[config.mk]
export PLATFORM = sky130hd
export DESIGN_NAME = fgr_divider
export DESIGN_NICKNAME = d
export VERILOG_FILES = /design/src/sv/fgr_pkg.sv /design/src/sv/fgr_divider.sv
export SDC_FILE = /design/constraint.sdc
export NUM_CORES = 1
export LEC_CHECK = 0
export CAP_MARGIN = 20
export CORE_MARGIN = 3
export CORE_UTILIZATION = 59
export CTS_BUF_LIST = sky130_fd_sc_hd__clkbuf_4 sky130_fd_sc_hd__clkbuf_8
export CTS_CLUSTER_DIAMETER = 80
export DETAILED_ROUTE_END_ITERATION = 10
export DONT_BUFFER_PORTS = 1
export PLACE_DENSITY = 0.76
export SLEW_MARGIN = 10
export SYNTH_ARGS = -nofsm -noshare
export SYNTH_HDL_FRONTEND = slang
export SYNTH_SLANG_ARGS = --single-unit
[constraint.sdc]
create_clock -name clock -period 3.13 [get_ports clock]
set_input_delay 0.313 -clock clock [delete_from_list [all_inputs] [get_ports clock]]
set_output_delay 0.313 -clock clock [all_outputs]
set_load 0.01 [all_outputs]
[src/sv/fgr_pkg.sv]
// -----------------------------------------------------------------------------
// fgr_pkg
// Shared constants, codes and types of the frame-to-grid resampler.
// -----------------------------------------------------------------------------
package fgr_pkg;

   localparam int MAX_FRAMES_DEF = 64;

   // item kinds
   localparam logic [1:0] KIND_LOAD   = 2'd0;
   localparam logic [1:0] KIND_SAMPLE = 2'd1;
   localparam logic [1:0] KIND_CLEAR  = 2'd2;

   // result status codes
   localparam logic [1:0] ST_OK        = 2'd0;
   localparam logic [1:0] ST_EXHAUSTED = 2'd1;
   localparam logic [1:0] ST_FEW       = 2'd2;

   // register indexes
   localparam logic CSR_UNITS = 1'b0;
   localparam logic CSR_MODE  = 1'b1;

   localparam logic MODE_LINEAR = 1'b0;
   localparam logic MODE_CONST  = 1'b1;

   // divider widths
   localparam int DVD_W = 81;
   localparam int DVS_W = 34;
   localparam int QUO_W = 35;
   localparam int CNT_W = 7;
   localparam logic [QUO_W-1:0] QCAP = 35'h4_0000_0000;

   typedef struct packed {
      logic             start;
      logic [DVD_W-1:0] dividend;
      logic [DVS_W-1:0] divisor;
   } fgr_div_req_type;

   typedef struct packed {
      logic             done;
      logic [QUO_W-1:0] quotient;
      logic             inexact;
   } fgr_div_rsp_type;

endpackage

[src/sv/fgr_divider.sv]
// -----------------------------------------------------------------------------
// fgr_divider
// Restoring divider, one quotient bit per cycle, quotient saturated at QCAP.
// -----------------------------------------------------------------------------
module fgr_divider (
   input  logic                     clock,
   input  logic                     reset,
   input  fgr_pkg::fgr_div_req_type div_req,
   output fgr_pkg::fgr_div_rsp_type div_rsp
);

   logic                        busy_ff, busy_in;
   logic                        done_ff, done_in;
   logic [fgr_pkg::CNT_W-1:0]   cnt_ff, cnt_in;
   logic [fgr_pkg::DVD_W-1:0]   dvd_ff, dvd_in;
   logic [fgr_pkg::DVS_W-1:0]   dvs_ff, dvs_in;
   logic [fgr_pkg::DVS_W-1:0]   rem_ff, rem_in;
   logic [fgr_pkg::QUO_W-1:0]   quo_ff, quo_in;
   logic [fgr_pkg::DVS_W:0]     rem_sh;
   logic                        ge;

   always_comb begin
      rem_sh  = {rem_ff, dvd_ff[fgr_pkg::DVD_W-1]};
      ge      = rem_sh >= {1'b0, dvs_ff};
      busy_in = busy_ff;
      done_in = 1'b0;
      cnt_in  = cnt_ff;
      dvd_in  = dvd_ff;
      dvs_in  = dvs_ff;
      rem_in  = rem_ff;
      quo_in  = quo_ff;
      if (div_req.start) begin
         busy_in = 1'b1;
         cnt_in  = fgr_pkg::CNT_W'(fgr_pkg::DVD_W - 1);
         dvd_in  = div_req.dividend;
         dvs_in  = div_req.divisor;
         rem_in  = '0;
         quo_in  = '0;
      end else if (busy_ff) begin
         rem_in = ge ? fgr_pkg::DVS_W'(rem_sh - {1'b0, dvs_ff})
                     : rem_sh[fgr_pkg::DVS_W-1:0];
         quo_in = (quo_ff >= fgr_pkg::QCAP) ? fgr_pkg::QCAP
                                            : {quo_ff[fgr_pkg::QUO_W-2:0], ge};
         dvd_in = {dvd_ff[fgr_pkg::DVD_W-2:0], 1'b0};
         cnt_in = cnt_ff - 1'b1;
         if (cnt_ff == '0) begin
            busy_in = 1'b0;
            done_in = 1'b1;
         end
      end
   end

   always_ff @(posedge clock) begin
      if (reset) begin
         busy_ff <= 1'b0;
         done_ff <= 1'b0;
      end else begin
         busy_ff <= busy_in;
         done_ff <= done_in;
      end
      cnt_ff <= cnt_in;
      dvd_ff <= dvd_in;
      dvs_ff <= dvs_in;
      rem_ff <= rem_in;
      quo_ff <= quo_in;
   end

   assign div_rsp.done     = done_ff;
   assign div_rsp.quotient = quo_ff;
   assign div_rsp.inexact  = rem_ff != '0;

endmodule
==> metrics.cfg <==
[critical_path]
crit_required_ns=3.53
rr_startpoint=rem_ff[1]
critPathKind=flip-flop to flip-flop
cp_max_fo=8
r2r_slack_ns=0.1
cp_cell_sequence=ha_1, nand3_1, o21bai_4, a211oi_4, nor4_2, or2_1, o211a_1, buf_4, or4_1, o21ai_1
max_stage_delay_ns=0.53
cp-start-kind=flip-flop
cpMaxStageDelayCell=or4_1
arrival_ns=3.43
reg2reg_to=rem_ff[29]
end_kind=flip-flop
r2r.worst_path.cells=10

[placed_design]
portBuffers=0
dp_worst_setup_slack_ns=0.0577
place_inst=1055
routabilityCongestion=0.942
hpwl_mm=14.5
place_area_sq_um=9950

[global_routing]
overflow=0
grt_pass1_vias=6910
track_usage_pct=24.0
grt_max_degree=92
antenna_found_initial=1
grt_pass1_wl_mm=34.8

[logic_synthesis]
ys.flop_type=edfxtp_1
ys_types=62
synthArstFlopShare_pct=0
synth_area_sq_um=9630
synth.yosys.seq_area_share_pct=52.1
synth_top_cells_by_count=edfxtp_1 (115), mux2_2 (81), nand2_1 (80), dfxtp_1 (78), nor2_1 (61)
synth_cells=857
ys_ff_latch=193
avgSynthCellArea_sq_um=11.2
synth_top_cell_by_area=edfxtp_1
yosysWarnings=0
synth_nets=1012
synth_edf_count=115
netlist.area_leader.share_pct=35.8
synth.most_common_cell=edfxtp_1
synthTopCellsByArea=edfxtp_1 (36%), dfxtp_1 (16%), mux2_2 (9.5%), ha_1 (4.7%), nand2_1 (3.1%)

[timing]
tns_ns=0
final.setup.worst_slack_ns=0.0990
period_needed_ns=3.03
drv_slew=0
setup_viol=0
clock.fmax_ghz=0.330
min_period_over_period_pct=96.8
hold_violations=0
rsz0062_at_grt=true
tightest_slew_ns=0.814
fin_skew_ns=0.0133
max_slew_margin_pct=45.7

[drt]
wl_per_cell_microns=19.2
first_pass_iters=5
first_iter_violations=559
vias_per_cell=6.19
vias=6951
ant_nets=0
drt_wl_total_mm=21.6
post-route-drc-count=0

[final_layout]
area_delta_synth_final_pct=12.1
multi_input_area_sq_um=4280
num_antenna_cells=0
layout.area.seq_sq_um=5020
fin_area_sq_um=10800
final_cells=1123
nets=1049
final_core_util_pct=67.7
drive_gt1_share_pct=19.2
num-fill-cells=1184

[power_and_ir_drop]
combPwrFrac_pct=15.2
p_int_uw=3960
p_sw_share_pct=27.9
p_sw_uw=1530
p_seq_share_pct=54.3
ir_worst_vdd_mv=0.465
clock_power_share_pct=30.5
power_density_nw_per_um2=509
total_leakage_power_uw=0.00404

[cts]
cts.sinks=193
cts_tree=built
clkTransAtPathRegs_ns=0.11
cts-root-buf=clkbuf_8
htreeDepth=4
cts_buffer_depth=2
postCtsSetupRepairBufs=0
numCtsBuffers=17
clock_latency_ns=0.47

[floorplan]
initial_utilization_pct=60.4
core_area_sq_um=15900
die_x_microns=134
die_h_microns=134
die_area_sq_um=17900
rows=46
ios=155

[run]
drv_cap=0

[outcome]
status=completed

[hold_path]
worstHoldPathType=input port to flip-flop
hold_depth=1
hold_end=dvd_ff[46]
holdCritStartpoint=div_req[80]

[timing repair]
item	in CTS	in global routing
hold endpoints to repair	96	0
endpoints found under the setup margin	0	9
hold buffers	36	0
gates resized for setup	0	9
[registers in the layout, summed over array words and instances (netlist names)]
| register | flops |
|---|---|
| dvs_ff | 34 |
| done_ff | 1 |
| dvd_ff | 81 |
| cnt_ff | 7 |
| busy_ff | 1 |
| quo_ff | 35 |
| rem_ff | 34 |
[per-stage QoR]
step / power, uW / hold slack, ns
2_1_floorplan: 3620 / 0.385
3_3_place_gp: 3750 / 0.382
3_5_place_dp: 3790 / 0.384
4_1_cts: 5510 / 0.00341
5_1_grt: 5730 / 0.0183
6_report: 5500 / 0.0528
[cells in the final DEF (no fill, tap or decap), types with 10 or more instances in the layout]
cell type and n:
xor2_1 16, o21ai_0 25, clkbuf_8 17, mux2_2 81
nand3_1 26, nand2_1 80, xnor2_1 13, a311oi_2 12
o21a_1 10, nor2_1 59, a22o_1 34, buf_4 28
dfxtp_1 77, a21oi_1 31, dlygate4sd3_1 35, edfxtp_1 115
ha_1 35, inv_1 43
[layout make-up]
cell class | instances | area share [%]
timing repair buffer | 67 | 6.00
inverter | 44 | 1.53
clock buffer | 17 | 2.17
tap | 216 | 2.50
clock inverter | 15 | 1.65
multi-input combinational | 571 | 39.7
sequential | 193 | 46.5
[worst max path at each step]
stage	startpoint	endpoint	cells past startpoint
floorplan	div_req[115]	dvd_ff[0]	4
global placement	rem_ff[17]	rem_ff[13]	10
detailed placement	dvs_ff[27]	rem_ff[29]	11
CTS	dvs_ff[27]	rem_ff[29]	11
global route	rem_ff[1]	rem_ff[29]	10
finish	rem_ff[1]	rem_ff[29]	10
[layer usage]
layer	wire (microns)	global-route usage [%]	vias to the layer above
met5	7	0	-
met4	384	7.03	2
met3	1680	7.76	44
met2	10500	39.4	280
met1	9020	30.8	3373
li1	-	-	3252
[power by group through the flow]
stage,combinational (uW),clock (uW),sequential (uW)
finish,838,1680,2980
global route,920,1810,3000
CTS,816,1710,2980
detailed placement,755,0,3040
global placement,727,0,3030
floorplan,614,0,3010
[logic make-up after synthesis]
logic type | Yosys count | synth area share, %
flops | 193 | 52.1
fa+ha+maj | 37 | 4.88
xor+xnor | 29 | 2.64
simple gates | 231 | 11.2
mux | 89 | 10.3
compound gates | 185 | 14.8
buf+inv | 93 | 4.12
[worst max-delay path: cells and delay by family (launching register included)]
family          cells  cell delay (ns)
compound gates      4             0.93
fa+ha+maj           1             0.41
flops               1             0.38
buf+inv             1             0.19
simple gates        4             1.05
(Power assumes the default switching activity.)
